==> config.mk <==
export PLATFORM = sky130hd
export DESIGN_NAME = tire_slip_relaxation_filter_unit
export DESIGN_NICKNAME = d
export VERILOG_FILES = /design/src/design/tsrf_pkg.sv /design/src/design/tsrf_mul.sv /design/src/design/tsrf_div.sv /design/src/design/tire_slip_relaxation_filter_unit.sv
export SDC_FILE = /design/constraint.sdc
export NUM_CORES = 2
export LEC_CHECK = 0
export BUFFER_PORTS_ARGS = -buffer_cell sky130_fd_sc_hd__buf_2
export CAP_MARGIN = 25
export CORE_MARGIN = 1
export CORE_UTILIZATION = 55
export CTS_CLUSTER_SIZE = 12
export DETAILED_ROUTE_END_ITERATION = 6
export PLACE_DENSITY = 0.79
export SLEW_MARGIN = 20
export SYNTH_ARGS = -nofsm -noshare
export SYNTH_HDL_FRONTEND = slang
export SYNTH_SLANG_ARGS = --single-unit
==> constraint.sdc <==
create_clock -name aclk -period 29.6 [get_ports aclk]
set_clock_uncertainty 0.05 [all_clocks]
set_input_delay 1.48 -clock aclk [delete_from_list [all_inputs] [get_ports aclk]]
set_output_delay 1.48 -clock aclk [all_outputs]
set_load 0.01 [all_outputs]
==> src/design/tsrf_pkg.sv <==
// ----------------------------------------------------------------------------
// tsrf_pkg
// Shared types and constants for the tire slip relaxation filter.
// ----------------------------------------------------------------------------
package tsrf_pkg;

    // Field widths.
    localparam int SLIP_W  = 19;
    localparam int SPEED_W = 17;
    localparam int DT_W    = 20;
    localparam int LEN_W   = 15;
    localparam int MINV_W  = 13;

    // Stream word widths, padded to whole bytes.
    localparam int S_DATA_W = 80;
    localparam int M_DATA_W = 40;

    // Configuration port.
    localparam int CFG_IDX_W  = 2;
    localparam int CFG_DATA_W = 15;

    typedef enum logic [CFG_IDX_W-1:0] {
        CFG_LONG_LEN = 2'd0,
        CFG_LAT_LEN  = 2'd1,
        CFG_MIN_SPD  = 2'd2
    } cfg_index_t;

    // Register reset values and legal ranges.
    localparam logic [LEN_W-1:0]  LEN_RESET  = 15'd512;
    localparam logic [MINV_W-1:0] MINV_RESET = 13'd256;
    localparam logic [LEN_W-1:0]  LEN_MIN    = 15'd10;
    localparam logic [LEN_W-1:0]  LEN_MAX    = 15'd20480;
    localparam logic [MINV_W-1:0] SPEED_MAX  = 13'd5120;

    // Exponent cap (16.0 in Q16) and unity in Q30.
    localparam logic [31:0] X_CAP   = 32'd1048576;
    localparam logic [30:0] ONE_Q30 = 31'd1073741824;

    // Default number of compounding steps in the exp approximation.
    localparam int EXP_DEPTH_DEF = 256;

    // Shared multiplier operand width.
    localparam int MUL_W = 32;

    // Shared divider widths.
    localparam int DIV_NUM_W = 37;
    localparam int DIV_DEN_W = 17;
    localparam int DIV_Q_W   = 32;

    typedef struct packed {
        logic                 start;
        logic [DIV_NUM_W-1:0] dividend;
        logic [DIV_DEN_W-1:0] divisor;
    } div_cmd_t;

    typedef struct packed {
        logic               done;
        logic [DIV_Q_W-1:0] quotient;
    } div_rsp_t;

endpackage

==> src/design/tsrf_mul.sv <==
// ----------------------------------------------------------------------------
// tsrf_mul
// Shared unsigned multiplier with a registered product.
// ----------------------------------------------------------------------------
module tsrf_mul import tsrf_pkg::*; (
    input  logic               aclk,
    input  logic [MUL_W-1:0]   a,
    input  logic [MUL_W-1:0]   b,
    output logic [2*MUL_W-1:0] p
);

    logic [2*MUL_W-1:0] p_reg;

    // The product is registered and is ready in the cycle after the operands are presented.
    always_ff @(posedge aclk) begin
        p_reg <= a * b;
    end

    assign p = p_reg;

endmodule

==> src/design/tsrf_div.sv <==
// ----------------------------------------------------------------------------
// tsrf_div
// Restoring divider that produces one quotient bit per cycle.
// ----------------------------------------------------------------------------
module tsrf_div import tsrf_pkg::*; (
    input  logic     aclk,
    input  logic     aresetn,
    input  div_cmd_t cmd,
    output div_rsp_t rsp
);

    localparam int CNT_W   = $clog2(DIV_Q_W + 1);
    localparam int SHIFT_W = DIV_DEN_W + DIV_Q_W - 1;

    logic [DIV_NUM_W-1:0] rem_reg;
    logic [SHIFT_W-1:0]   den_reg;
    logic [DIV_Q_W-1:0]   q_reg;
    logic [CNT_W-1:0]     cnt_reg;
    logic                 busy_reg;
    logic                 done_reg;

    logic [SHIFT_W-1:0]   rem_ext;
    logic [SHIFT_W-1:0]   rem_sub;
    logic                 fits;

    // Trial subtraction of the shifted divisor.
    always_comb begin
        rem_ext = SHIFT_W'(rem_reg);
        rem_sub = rem_ext - den_reg;
        fits    = (rem_ext >= den_reg);
    end

    // The quotient is assumed to fit in DIV_Q_W bits.
    always_ff @(posedge aclk) begin
        if (!aresetn) begin
            busy_reg <= 1'b0;
            done_reg <= 1'b0;
            cnt_reg  <= '0;
        end else begin
            done_reg <= 1'b0;
            if (cmd.start) begin
                rem_reg  <= cmd.dividend;
                den_reg  <= {cmd.divisor, {(DIV_Q_W-1){1'b0}}};
                q_reg    <= '0;
                cnt_reg  <= CNT_W'(DIV_Q_W);
                busy_reg <= 1'b1;
            end else if (busy_reg) begin
                if (fits) begin
                    rem_reg <= rem_sub[DIV_NUM_W-1:0];
                end
                q_reg   <= {q_reg[DIV_Q_W-2:0], fits};
                den_reg <= den_reg >> 1;
                cnt_reg <= cnt_reg - CNT_W'(1);
                if (cnt_reg == CNT_W'(1)) begin
                    busy_reg <= 1'b0;
                    done_reg <= 1'b1;
                end
            end
        end
    end

    assign rsp.done     = done_reg;
    assign rsp.quotient = q_reg;

endmodule

==> src/design/tire_slip_relaxation_filter_unit.sv <==
// ----------------------------------------------------------------------------
// tire_slip_relaxation_filter_unit
// Two-channel speed-dependent first-order lag for tire slip and slip angle.
// ----------------------------------------------------------------------------
// Each input word carries the target slip, target slip angle, transport
// speed and time step of one physics tick. The block moves its two held
// states toward the targets by blend = 1 - exp(-v*dt/L) and returns one
// output word with both updated states.
// Configuration is written over the cfg channel (index 0: longitudinal
// length, 1: lateral length, 2: minimum speed); the user is to write it
// only while the block is idle, as the block itself does not enforce this.
// cfg_ready is always high and writes to other indexes are dropped. Per
// channel the work is the serial division for the exponent, one quotient
// bit a cycle, and then the square-and-multiply sweep over the bits of
// EXP_TABLE_DEPTH on the shared multiplier; the two channels run in turn.
// A bad configuration skips this work and the held states go unchanged
// to the output register.
// s_tready is high only while no word is in work. A finished word waits in
// the output register if m_tready is low; the next input word is still
// taken, and its result waits until the output register is free.
// Reset restores the register defaults and clears both states to zero.
// ----------------------------------------------------------------------------
module tire_slip_relaxation_filter_unit import tsrf_pkg::*; #(
    parameter int EXP_TABLE_DEPTH = EXP_DEPTH_DEF
) (
    input  logic                  aclk,
    input  logic                  aresetn,
    // Fields from bit 0: target_long_slip[18:0], target_slip_angle[37:19],
    // speed[54:38], time_step[74:55], zero padding[79:75].
    input  logic [S_DATA_W-1:0]   s_tdata,
    input  logic                  s_tvalid,
    output logic                  s_tready,
    // Fields from bit 0: long_slip[18:0], slip_angle[37:19],
    // zero padding[39:38].
    output logic [M_DATA_W-1:0]   m_tdata,
    output logic                  m_tvalid,
    input  logic                  m_tready,
    input  logic                  cfg_valid,
    output logic                  cfg_ready,
    input  logic [CFG_IDX_W-1:0]  cfg_index,
    input  logic [CFG_DATA_W-1:0] cfg_data
);

    localparam int NBITS = $clog2(EXP_TABLE_DEPTH + 1);
    localparam int BIT_W = $clog2(NBITS);
    localparam logic [NBITS-1:0] DEPTH_VEC = NBITS'(EXP_TABLE_DEPTH);

    // Reciprocal of the depth, 2^34 / EXP_TABLE_DEPTH, for the exp step.
    localparam longint unsigned  RECIP_FULL = (64'd1 << 34) / 64'(EXP_TABLE_DEPTH);
    localparam logic [MUL_W-1:0] STEP_RECIP = MUL_W'(RECIP_FULL);
    localparam logic [MUL_W-1:0] DEPTH_MUL  = MUL_W'(EXP_TABLE_DEPTH);

    typedef enum logic [3:0] {
        ST_IDLE,
        ST_PROD,
        ST_DIVX_GO,
        ST_DIVX_WAIT,
        ST_STEP_MUL,
        ST_STEP_EST,
        ST_STEP_FIX,
        ST_PW_ACC,
        ST_PW_SQR,
        ST_PW_NEXT,
        ST_BLEND,
        ST_MOVE,
        ST_WB
    } state_t;

    state_t state_reg;

    // Configuration and filter state.
    logic [LEN_W-1:0]  long_len_reg;
    logic [LEN_W-1:0]  lat_len_reg;
    logic [MINV_W-1:0] min_speed_reg;
    logic [SLIP_W-1:0] long_state_reg;
    logic [SLIP_W-1:0] angle_state_reg;

    // Working registers for the word in flight.
    logic [SLIP_W-1:0]   tgt_long_reg;
    logic [SLIP_W-1:0]   tgt_angle_reg;
    logic [SPEED_W-1:0]  v_reg;
    logic [DT_W-1:0]     dt_reg;
    logic                ch_reg;
    logic [20:0]         x_reg;
    logic [30:0]         step_reg;
    logic [30:0]         base_reg;
    logic [30:0]         acc_reg;
    logic [BIT_W-1:0]    bit_reg;
    logic                neg_reg;
    logic [M_DATA_W-1:0] m_tdata_reg;
    logic                m_tvalid_reg;

    // Shared units.
    logic [MUL_W-1:0]   mul_a;
    logic [MUL_W-1:0]   mul_b;
    logic [2*MUL_W-1:0] mul_p;
    div_cmd_t           div_cmd;
    div_rsp_t           div_rsp;

    tsrf_mul u_mul (
        .aclk (aclk),
        .a    (mul_a),
        .b    (mul_b),
        .p    (mul_p)
    );

    tsrf_div u_div (
        .aclk    (aclk),
        .aresetn (aresetn),
        .cmd     (div_cmd),
        .rsp     (div_rsp)
    );

    // Input decode and speed magnitude, floored at the minimum speed.
    logic               s_accept;
    logic               wb_load;
    logic               cfg_ok;
    logic [SPEED_W-1:0] sp_in;
    logic [SPEED_W:0]   sp_ext;
    logic [SPEED_W:0]   sp_abs;
    logic [SPEED_W-1:0] v_in;

    always_comb begin
        s_accept = s_tvalid && (state_reg == ST_IDLE);
        wb_load  = (state_reg == ST_WB) && (!m_tvalid_reg || m_tready);
        cfg_ok   = (long_len_reg >= LEN_MIN) && (long_len_reg <= LEN_MAX)
                && (lat_len_reg >= LEN_MIN) && (lat_len_reg <= LEN_MAX)
                && (min_speed_reg <= SPEED_MAX);
        sp_in    = s_tdata[54:38];
        sp_ext   = {sp_in[SPEED_W-1], sp_in};
        sp_abs   = sp_ext[SPEED_W] ? -sp_ext : sp_ext;
        v_in     = sp_abs[SPEED_W-1:0];
        if (v_in < SPEED_W'(min_speed_reg)) begin
            v_in = SPEED_W'(min_speed_reg);
        end
    end

    // Channel selection, rounding of products and the blend factor.
    logic [LEN_W-1:0]  cur_len;
    logic [SLIP_W-1:0] cur_state;
    logic [SLIP_W-1:0] cur_target;
    logic [SLIP_W:0]   diff;
    logic [SLIP_W:0]   mag;
    logic [61:0]       q30_sum;
    logic [30:0]       q30_rnd;
    logic [31:0]       e_sum;
    logic [16:0]       e_val;
    logic [16:0]       blend;
    logic [36:0]       d_sum;
    logic [SLIP_W:0]   d_val;
    logic [SLIP_W:0]   delta;
    logic [SLIP_W:0]   new_state;
    logic [30:0]       q_est;
    logic [42:0]       step_rem;
    logic [30:0]       step_fix;
    logic [30:0]       base_new;

    always_comb begin
        cur_len    = ch_reg ? lat_len_reg : long_len_reg;
        cur_state  = ch_reg ? angle_state_reg : long_state_reg;
        cur_target = ch_reg ? tgt_angle_reg : tgt_long_reg;
        diff       = {cur_target[SLIP_W-1], cur_target}
                   - {cur_state[SLIP_W-1], cur_state};
        mag        = diff[SLIP_W] ? -diff : diff;

        q30_sum    = mul_p[61:0] + 62'd536870912;
        q30_rnd    = q30_sum[60:30];

        e_sum      = {1'b0, acc_reg} + 32'd8192;
        e_val      = e_sum[30:14];
        if (e_val > 17'd65536) begin
            e_val = 17'd65536;
        end
        blend      = 17'd65536 - e_val;

        d_sum      = mul_p[36:0] + 37'd32768;
        d_val      = d_sum[35:16];
        delta      = neg_reg ? -d_val : d_val;
        new_state  = {cur_state[SLIP_W-1], cur_state} + delta;

        // Step x*2^14/depth: the reciprocal estimate is exact or one low,
        // and one compare of the remainder against the depth settles it.
        q_est      = mul_p[50:20];
        step_rem   = 43'({x_reg, 14'd0}) - mul_p[42:0];
        if (step_rem >= 43'(EXP_TABLE_DEPTH)) begin
            step_fix = step_reg + 31'd1;
        end else begin
            step_fix = step_reg;
        end

        if (step_fix >= ONE_Q30) begin
            base_new = '0;
        end else begin
            base_new = ONE_Q30 - step_fix;
        end
    end

    // Operand steering for the shared multiplier and divider.
    always_comb begin
        mul_a            = '0;
        mul_b            = '0;
        div_cmd.start    = 1'b0;
        div_cmd.dividend = '0;
        div_cmd.divisor  = '0;
        unique case (state_reg)
            ST_PROD: begin
                mul_a = MUL_W'(v_reg);
                mul_b = MUL_W'(dt_reg);
            end
            ST_DIVX_GO: begin
                div_cmd.start    = 1'b1;
                div_cmd.dividend = mul_p[DIV_NUM_W-1:0];
                div_cmd.divisor  = {cur_len, 2'b00};
            end
            ST_STEP_MUL: begin
                mul_a = MUL_W'(x_reg);
                mul_b = STEP_RECIP;
            end
            ST_STEP_EST: begin
                mul_a = MUL_W'(q_est);
                mul_b = DEPTH_MUL;
            end
            ST_PW_ACC: begin
                mul_a = MUL_W'(acc_reg);
                mul_b = MUL_W'(base_reg);
            end
            ST_PW_SQR: begin
                mul_a = MUL_W'(base_reg);
                mul_b = MUL_W'(base_reg);
            end
            ST_BLEND: begin
                mul_a = MUL_W'(mag);
                mul_b = MUL_W'(blend);
            end
            default: begin
            end
        endcase
    end

    // Sequencer, configuration registers, states and output register.
    always_ff @(posedge aclk) begin
        if (!aresetn) begin
            state_reg       <= ST_IDLE;
            m_tvalid_reg    <= 1'b0;
            long_len_reg    <= LEN_RESET;
            lat_len_reg     <= LEN_RESET;
            min_speed_reg   <= MINV_RESET;
            long_state_reg  <= '0;
            angle_state_reg <= '0;
            ch_reg          <= 1'b0;
            bit_reg         <= '0;
        end else begin
            // Configuration writes.
            if (cfg_valid) begin
                unique case (cfg_index)
                    CFG_LONG_LEN: long_len_reg  <= cfg_data[LEN_W-1:0];
                    CFG_LAT_LEN:  lat_len_reg   <= cfg_data[LEN_W-1:0];
                    CFG_MIN_SPD:  min_speed_reg <= cfg_data[MINV_W-1:0];
                    default: begin
                    end
                endcase
            end

            // The output word is loaded when the register is free and
            // leaves on its handshake.
            if (wb_load) begin
                m_tdata_reg  <= {2'b00, angle_state_reg, long_state_reg};
                m_tvalid_reg <= 1'b1;
            end else if (m_tvalid_reg && m_tready) begin
                m_tvalid_reg <= 1'b0;
            end

            unique case (state_reg)
                ST_IDLE: begin
                    if (s_accept) begin
                        tgt_long_reg  <= s_tdata[18:0];
                        tgt_angle_reg <= s_tdata[37:19];
                        v_reg         <= v_in;
                        dt_reg        <= s_tdata[74:55];
                        ch_reg        <= 1'b0;
                        state_reg     <= cfg_ok ? ST_PROD : ST_WB;
                    end
                end
                ST_PROD: begin
                    state_reg <= ST_DIVX_GO;
                end
                ST_DIVX_GO: begin
                    state_reg <= ST_DIVX_WAIT;
                end
                ST_DIVX_WAIT: begin
                    // Exponent in Q16, saturated at 16.0.
                    if (div_rsp.done) begin
                        if (div_rsp.quotient > X_CAP) begin
                            x_reg <= X_CAP[20:0];
                        end else begin
                            x_reg <= div_rsp.quotient[20:0];
                        end
                        state_reg <= ST_STEP_MUL;
                    end
                end
                ST_STEP_MUL: begin
                    state_reg <= ST_STEP_EST;
                end
                ST_STEP_EST: begin
                    step_reg  <= q_est;
                    state_reg <= ST_STEP_FIX;
                end
                ST_STEP_FIX: begin
                    base_reg  <= base_new;
                    acc_reg   <= ONE_Q30;
                    bit_reg   <= '0;
                    state_reg <= ST_PW_ACC;
                end
                ST_PW_ACC: begin
                    state_reg <= ST_PW_SQR;
                end
                ST_PW_SQR: begin
                    // Multiply into the accumulator where the depth bit is set.
                    if (DEPTH_VEC[bit_reg]) begin
                        acc_reg <= q30_rnd;
                    end
                    state_reg <= ST_PW_NEXT;
                end
                ST_PW_NEXT: begin
                    base_reg <= q30_rnd;
                    if (bit_reg == BIT_W'(NBITS - 1)) begin
                        state_reg <= ST_BLEND;
                    end else begin
                        bit_reg   <= bit_reg + BIT_W'(1);
                        state_reg <= ST_PW_ACC;
                    end
                end
                ST_BLEND: begin
                    neg_reg   <= diff[SLIP_W];
                    state_reg <= ST_MOVE;
                end
                ST_MOVE: begin
                    if (ch_reg) begin
                        angle_state_reg <= new_state[SLIP_W-1:0];
                        state_reg       <= ST_WB;
                    end else begin
                        long_state_reg <= new_state[SLIP_W-1:0];
                        ch_reg         <= 1'b1;
                        state_reg      <= ST_PROD;
                    end
                end
                ST_WB: begin
                    if (wb_load) begin
                        state_reg <= ST_IDLE;
                    end
                end
                default: begin
                    state_reg <= ST_IDLE;
                end
            endcase
        end
    end

    assign s_tready  = (state_reg == ST_IDLE);
    assign m_tdata   = m_tdata_reg;
    assign m_tvalid  = m_tvalid_reg;
    assign cfg_ready = 1'b1;

endmodule

---- Word level (Yosys, flattened, before mapping) ----
Memories as Yosys holds them, arrays and structs flattened. A register that Yosys moved wholly into a read port is not among the register bits.
Cells that the tools add are included.
word-level totals
  output and inout bits ................... 43
  bits in read-only memories .............. 16
  memories ................................ 1
  input port bits ......................... 102
  word-level logic and storage cells ...... 163
  register bits after elaboration ......... 505
operators by class
  reduce and logical (&&, ||, !) cells .... 37
  add/sub/neg operators ................... 15
  multiplexer cells ....................... 44
  eq/ne operators ......................... 21
  bitwise logic cells ..................... 3
  magnitude comparators ................... 12
  multiply operators ...................... 1
memory list
  name             depth  width  read ports  clocked after memory_dff  wr ports  RTL line                                 text
  (no name shown)  16     1      1           1                         0         tire_slip_relaxation_filter_unit.sv:319  if (DEPTH_VEC[bit_reg]) begin
operators with widths
  operator                                              count
  one-hot mux 31 bit (6 select lines)                   1
  one-hot mux 31 bit (5 select lines)                   1
  one-hot mux 31 bit (2 select lines)                   2
  2-to-1 mux 37 bit                                     3
  2-to-1 mux 48 bit                                     2
  2-to-1 mux 31 bit                                     3
  adder 61 x 30 -> 61 bit, second input constant        1
  multiplier 31 x 31 -> 61 bit                          1
  2-to-1 mux 19 bit                                     3
  2-to-1 mux 55 bit                                     1
  one-hot mux 4 bit (13 select lines)                   1
  >= comparator 37 x 48 -> 1 bit                        1
  >= comparator 43 x 9 -> 1 bit, second input constant  1
  subtractor 35 x 43 -> 43 bit                          1
  subtractor 37 bit                                     1
  2-to-1 mux 4 bit                                      9
  adder 35 x 16 -> 35 bit, second input constant        1
  2-to-1 mux 17 bit                                     2
  > comparator 32 x 21 -> 1 bit, second input constant  1
  2-to-1 mux 32 bit                                     1
  adder 31 x 1 -> 31 bit, second input constant         1
  adder 31 x 14 -> 31 bit, second input constant        1
  >= comparator 31 bit, second input constant           1
  subtractor 31 bit, first input constant               1
  41 further kinds                                      92

---- Logic depth before layout (Yosys ltp) ----
  word-level depth ........................ 8
  gate-level depth with buffers ........... 54

---- Hierarchy ----
Synthesis repeated with hierarchy kept, for this count alone.
second synthesis, totals
  cell total of the unflattened synthesis .. 6967
  area total of the unflattened synthesis .. 63987.6 µm²
modules (own cells, without submodules)
  module                            area an instance (µm²)  cells each  instances
  tsrf_mul                          34789.6                 3799        1
  tire_slip_relaxation_filter_unit  22074.9                 2479        1
  tsrf_div                          7123.1                  689         1

---- Worst setup path before layout ----
OpenSTA, ideal clock, no wires.
  kind .................................... register -> register
  from .................................... register ch_reg
  to ...................................... register u_mul.p_reg[58], in the netlist u_mul.p[58]
  arrival ................................. 12.616 ns
  cell stages (with the launch flop) ...... 49
  path slack .............................. 16.809 ns
  setup time .............................. 0.125 ns
  path through ............................ dfxtp_1 > clkbuf_1 > clkbuf_1 > mux2i_1 > ha_1 > nor2b_1 > o21ai_0 > a21boi_0 > o21ai_0 > a21boi_0 > o21ai_1 > a21oi_1 > o311a_1 > or2_2 > a2111o_1 > or4b_1 > nor3b_1 > o21ai_0 > (+13 left out) > inv_1 > fa_1 > inv_1 > ha_1 > and3_1 > and3_1 > inv_1 > a211o_1 > a211oi_1 > nor2_1 > o311ai_0 > a2111oi_0 > o31ai_1 > a41o_1 > nor2_1 > o211ai_1 > a221oi_1 > xnor2_1
between the ends
  longest elaborated chain between the ends .. 6
  elaborated cells on any way between the ends .. 7
  those cells by class .................... add/sub (2); mul (1); mux (4)
ends and longest elaborated chain
  what                                         RTL line                                                                          text
  start, declared                              tire_slip_relaxation_filter_unit.sv:83                                            logic ch_reg;
  start signal, assigned                       tire_slip_relaxation_filter_unit.sv:250                                           ch_reg <= 1'b0;
  start signal, assigned                       tire_slip_relaxation_filter_unit.sv:280                                           ch_reg <= 1'b0;
  start signal, assigned                       tire_slip_relaxation_filter_unit.sv:343                                           ch_reg <= 1'b1;
  2-to-1 mux 19 bit, on equally long branches  tire_slip_relaxation_filter_unit.sv:161, tire_slip_relaxation_filter_unit.sv:160
  subtractor 19 x 19 -> 20 bit (*)             tire_slip_relaxation_filter_unit.sv:163                                           - {cur_state[SLIP_W-1], cur_state};
  negation 20 bit                              tire_slip_relaxation_filter_unit.sv:164                                           mag = diff[SLIP_W] ? -diff : diff;
  2-to-1 mux 20 bit (*)                        tire_slip_relaxation_filter_unit.sv:164
  one-hot mux 31 bit (6 select lines) (*)      tire_slip_relaxation_filter_unit.sv:205                                           unique case (state_reg)
  multiplier 31 x 31 -> 61 bit (*)             tsrf_mul.sv:16                                                                    p_reg <= a * b;
  end signal, assigned                         tsrf_mul.sv:16
  end, declared                                tsrf_mul.sv:12                                                                    logic [2*MUL_W-1:0] p_reg;
Every way passes the cells marked *; elsewhere a longest branch is shown, timed or not.
A chain may end at the register's enable or synchronous reset.

---- Worst setup path after layout ----
Ends and elaborated chain as after synthesis.

==> metrics.cfg <==
[logic_synthesis]
synth_ff_type=edfxtp_1
synth_cell_types=102
yosys_warnings=0
ys_seq_elements=506
avgSynthCellArea_um2=9.004
synth.top_cell.area_share=0.2781
postSynthCellCount=6707
synth-async-reset-ratio=0
ys_top_cells_by_area=fa_1 28%, edfxtp_1 17%, ha_1 7.6%, inv_1 6.9%, nand2_1 6.7%
syn_area_mm2=0.06039
ys_seq_area_frac=0.2249
synth_edf_count=345
yosys.area.top_type=fa_1

[timing]
finalHoldViolations=0
final-max-slew-violation-count=0
tightest_slew_ps=1233
finalWorstSetupSlack_ps=13940
fin_setup_tns_ps=0
rsz0062_at_grt=no
setup_viol_count_final=0
fmax_mhz=63.86
finalWorstPathRequiredPeriod_ps=15660
finalCritPeriodShare=0.5291
slew_headroom=0.1780

[power_and_ir_drop]
powerDensity_mw_per_mm2=50.75
vdd_drop_max_mv=0.05359
power.total_w=0.003267
cellLeakagePower_nw=28.64

[detailed_routing]
dr.pass1.iters=6
routed_wl_um=188300
vias=49310
drcViolationCount=0
vias_per_cell=6.043
final_antenna_net_count=0
drt-initial-drc-count=5433
routedWlPerCell_um=23.08

[cts]
clockBufferDepth=3
hold_buffers=0
clock_latency_ps=660
root_buffer=clkbuf_16
htreeDepth=2
cts_resized=0
post-cts-setup-buffers=0
clk_pin_slew_ps=60
cts_tree=built
numCtsBuffers=53
clkSinkCount=506

[finish]
fillerInstances=9254
drive_gt1_frac=0.07088
area_delta_synth_final_pct=6.613
final_cell_mix=1114 x inv_1, 1071 x nand2_1, 839 x fa_1
fin_area_mm2=0.06438
final_cells=8160
nets=8009
final_common_cell=inv_1
largest_register_ffs=61

[worst_hold_path]
min_path_type=flip-flop to flip-flop

[worst_setup_path]
crit_required_ps=30080
start_kind=flip-flop
slowest_delay_ps=970
arrival_ps=16140
path_common_cell=fa_1
crit_type=flip-flop to flip-flop
slowest_stage=o311ai_0
worstPathMaxFanout=38
worstSetupEndpointType=flip-flop

[placed_design]
pre_cts_ws_ps=14420
port_buffers=136
gp_congestion=1.032
place_area_mm2=0.06267
dpl.cell_count=8056
place_hpwl_um=144200

[die]
die_w_um=333.4
die_h_um=333.4
coreArea_mm2=0.1089
start_util=0.5548
ios=145
dieArea_mm2=0.1111
std_cell_rows=121

[global_route]
grtUsageTotal=0.3438
grt_max_degree=106
grt_antenna_before_repair=4
grt.overflow.total=0
grt_pass1_wl_um=290400
first_global_vias=50180

[status]
status=completed

[run]
maxCapViolCount=0

[kinds of logic (layout without fill, tap and decap cells)]
family | after synthesis | count (layout) | synth area share
xor+xnor | 289 | 289 | 0.04191
mux | 96 | 96 | 0.01676
buf+inv | 1437 | 1473 | 0.09039
fa+ha+maj | 1208 | 1208 | 0.3546
compound gates | 926 | 926 | 0.1039
simple gates | 2243 | 2243 | 0.1674
flops | 506 | 506 | 0.2249
other cells | 2 | 5 | 0.0001244
[final timing paths]
path	startpoint	end	slack, ps	cells past startpoint
hold reg to reg	angle_state_reg[16]	m_tdata[35]	400	0
setup / recovery	ch_reg	u_mul.p[58]	13940	45
setup reg to reg	ch_reg	u_mul.p[58]	13940	45
hold / removal	angle_state_reg[16]	m_tdata[35]	400	0
[synth_stat cells, types with 10 or more instances]
cell	n
a211oi_1	21
a21boi_0	89
a21o_1	46
a21oi_1	218
a221o_1	12
a221oi_1	16
a22oi_1	36
a31oi_1	31
and2_1	144
and3_1	64
and4_1	20
buf_1	17
buf_2	13
clkbuf_1	282
dfxtp_1	161
edfxtp_1	345
fa_1	839
ha_1	369
inv_1	1115
mux2_2	41
mux2i_1	55
nand2_1	1072
nand2b_1	29
nand3_1	120
nand4_1	61
nor2_1	486
nor2b_1	37
nor3_1	74
nor3b_1	18
nor4_1	31
o211ai_1	18
o21a_1	29
o21ai_0	190
o21ai_1	18
o21bai_1	30
o22ai_2	10
o31ai_1	22
o31ai_2	13
o41ai_1	10
or2_2	15
or3_1	15
or4_1	10
xnor2_1	199
xor2_1	90
[layer usage]
| metal | up-vias | part of all wire | track usage | wire length (um) |
|---|---|---|---|---|
| li1 | 21590 | - | - | - |
| met1 | 24260 | 0.37 | 0.4421 | 70120 |
| met2 | 2837 | 0.44 | 0.5223 | 82060 |
| met3 | 620 | 0.13 | 0.1053 | 24300 |
| met4 | 4 | 0.062 | 0.1784 | 11760 |
| met5 | - | 0.00036 | 0.003474 | 68 |
[layout make-up]
| cell class | instances | area (um^2) | share of cell area |
|---|---|---|---|
| inverter | 1116 | 4189 | 0.06506 |
| timing repair buffer | 257 | 1618 | 0.02513 |
| multi-input combinational | 4765 | 41550 | 0.6454 |
| sequential | 506 | 13580 | 0.2110 |
| antenna | 2 | 5.005 | 0.00007773 |
| clock buffer | 85 | 1539 | 0.02390 |
| tap | 1414 | 1769 | 0.02748 |
| clock inverter | 15 | 128.9 | 0.002002 |
[critical path, delay by kind of cell (launching register included)]
kind,cells,cell delay (ps)
flops,1,720
xor+xnor,1,150
fa+ha+maj,10,4930
mux,1,440
buf+inv,8,1050
simple gates,7,1690
compound gates,18,6500
[report_power, final]
| group | internal, W | total [W] | switching (W) |
|---|---|---|---|
| clock network | 0.000359 | 0.000656 | 0.000297 |
| logic | 0.000525 | 0.00166 | 0.00113 |
| registers | 0.000860 | 0.000953 | 0.0000927 |
| total | 0.00174 | 0.00327 | 0.00152 |
[through the flow]
stage | utilization | hold slack (ps)
after global routing | 0.5914 | 414.3
after global placement | 0.5756 | 388.0
final | 0.5915 | 404.0
after CTS | 0.5911 | 403.3
after detailed placement | 0.5758 | 390.5
after floorplan | - | 352.9
(Power assumes the default switching activity.)
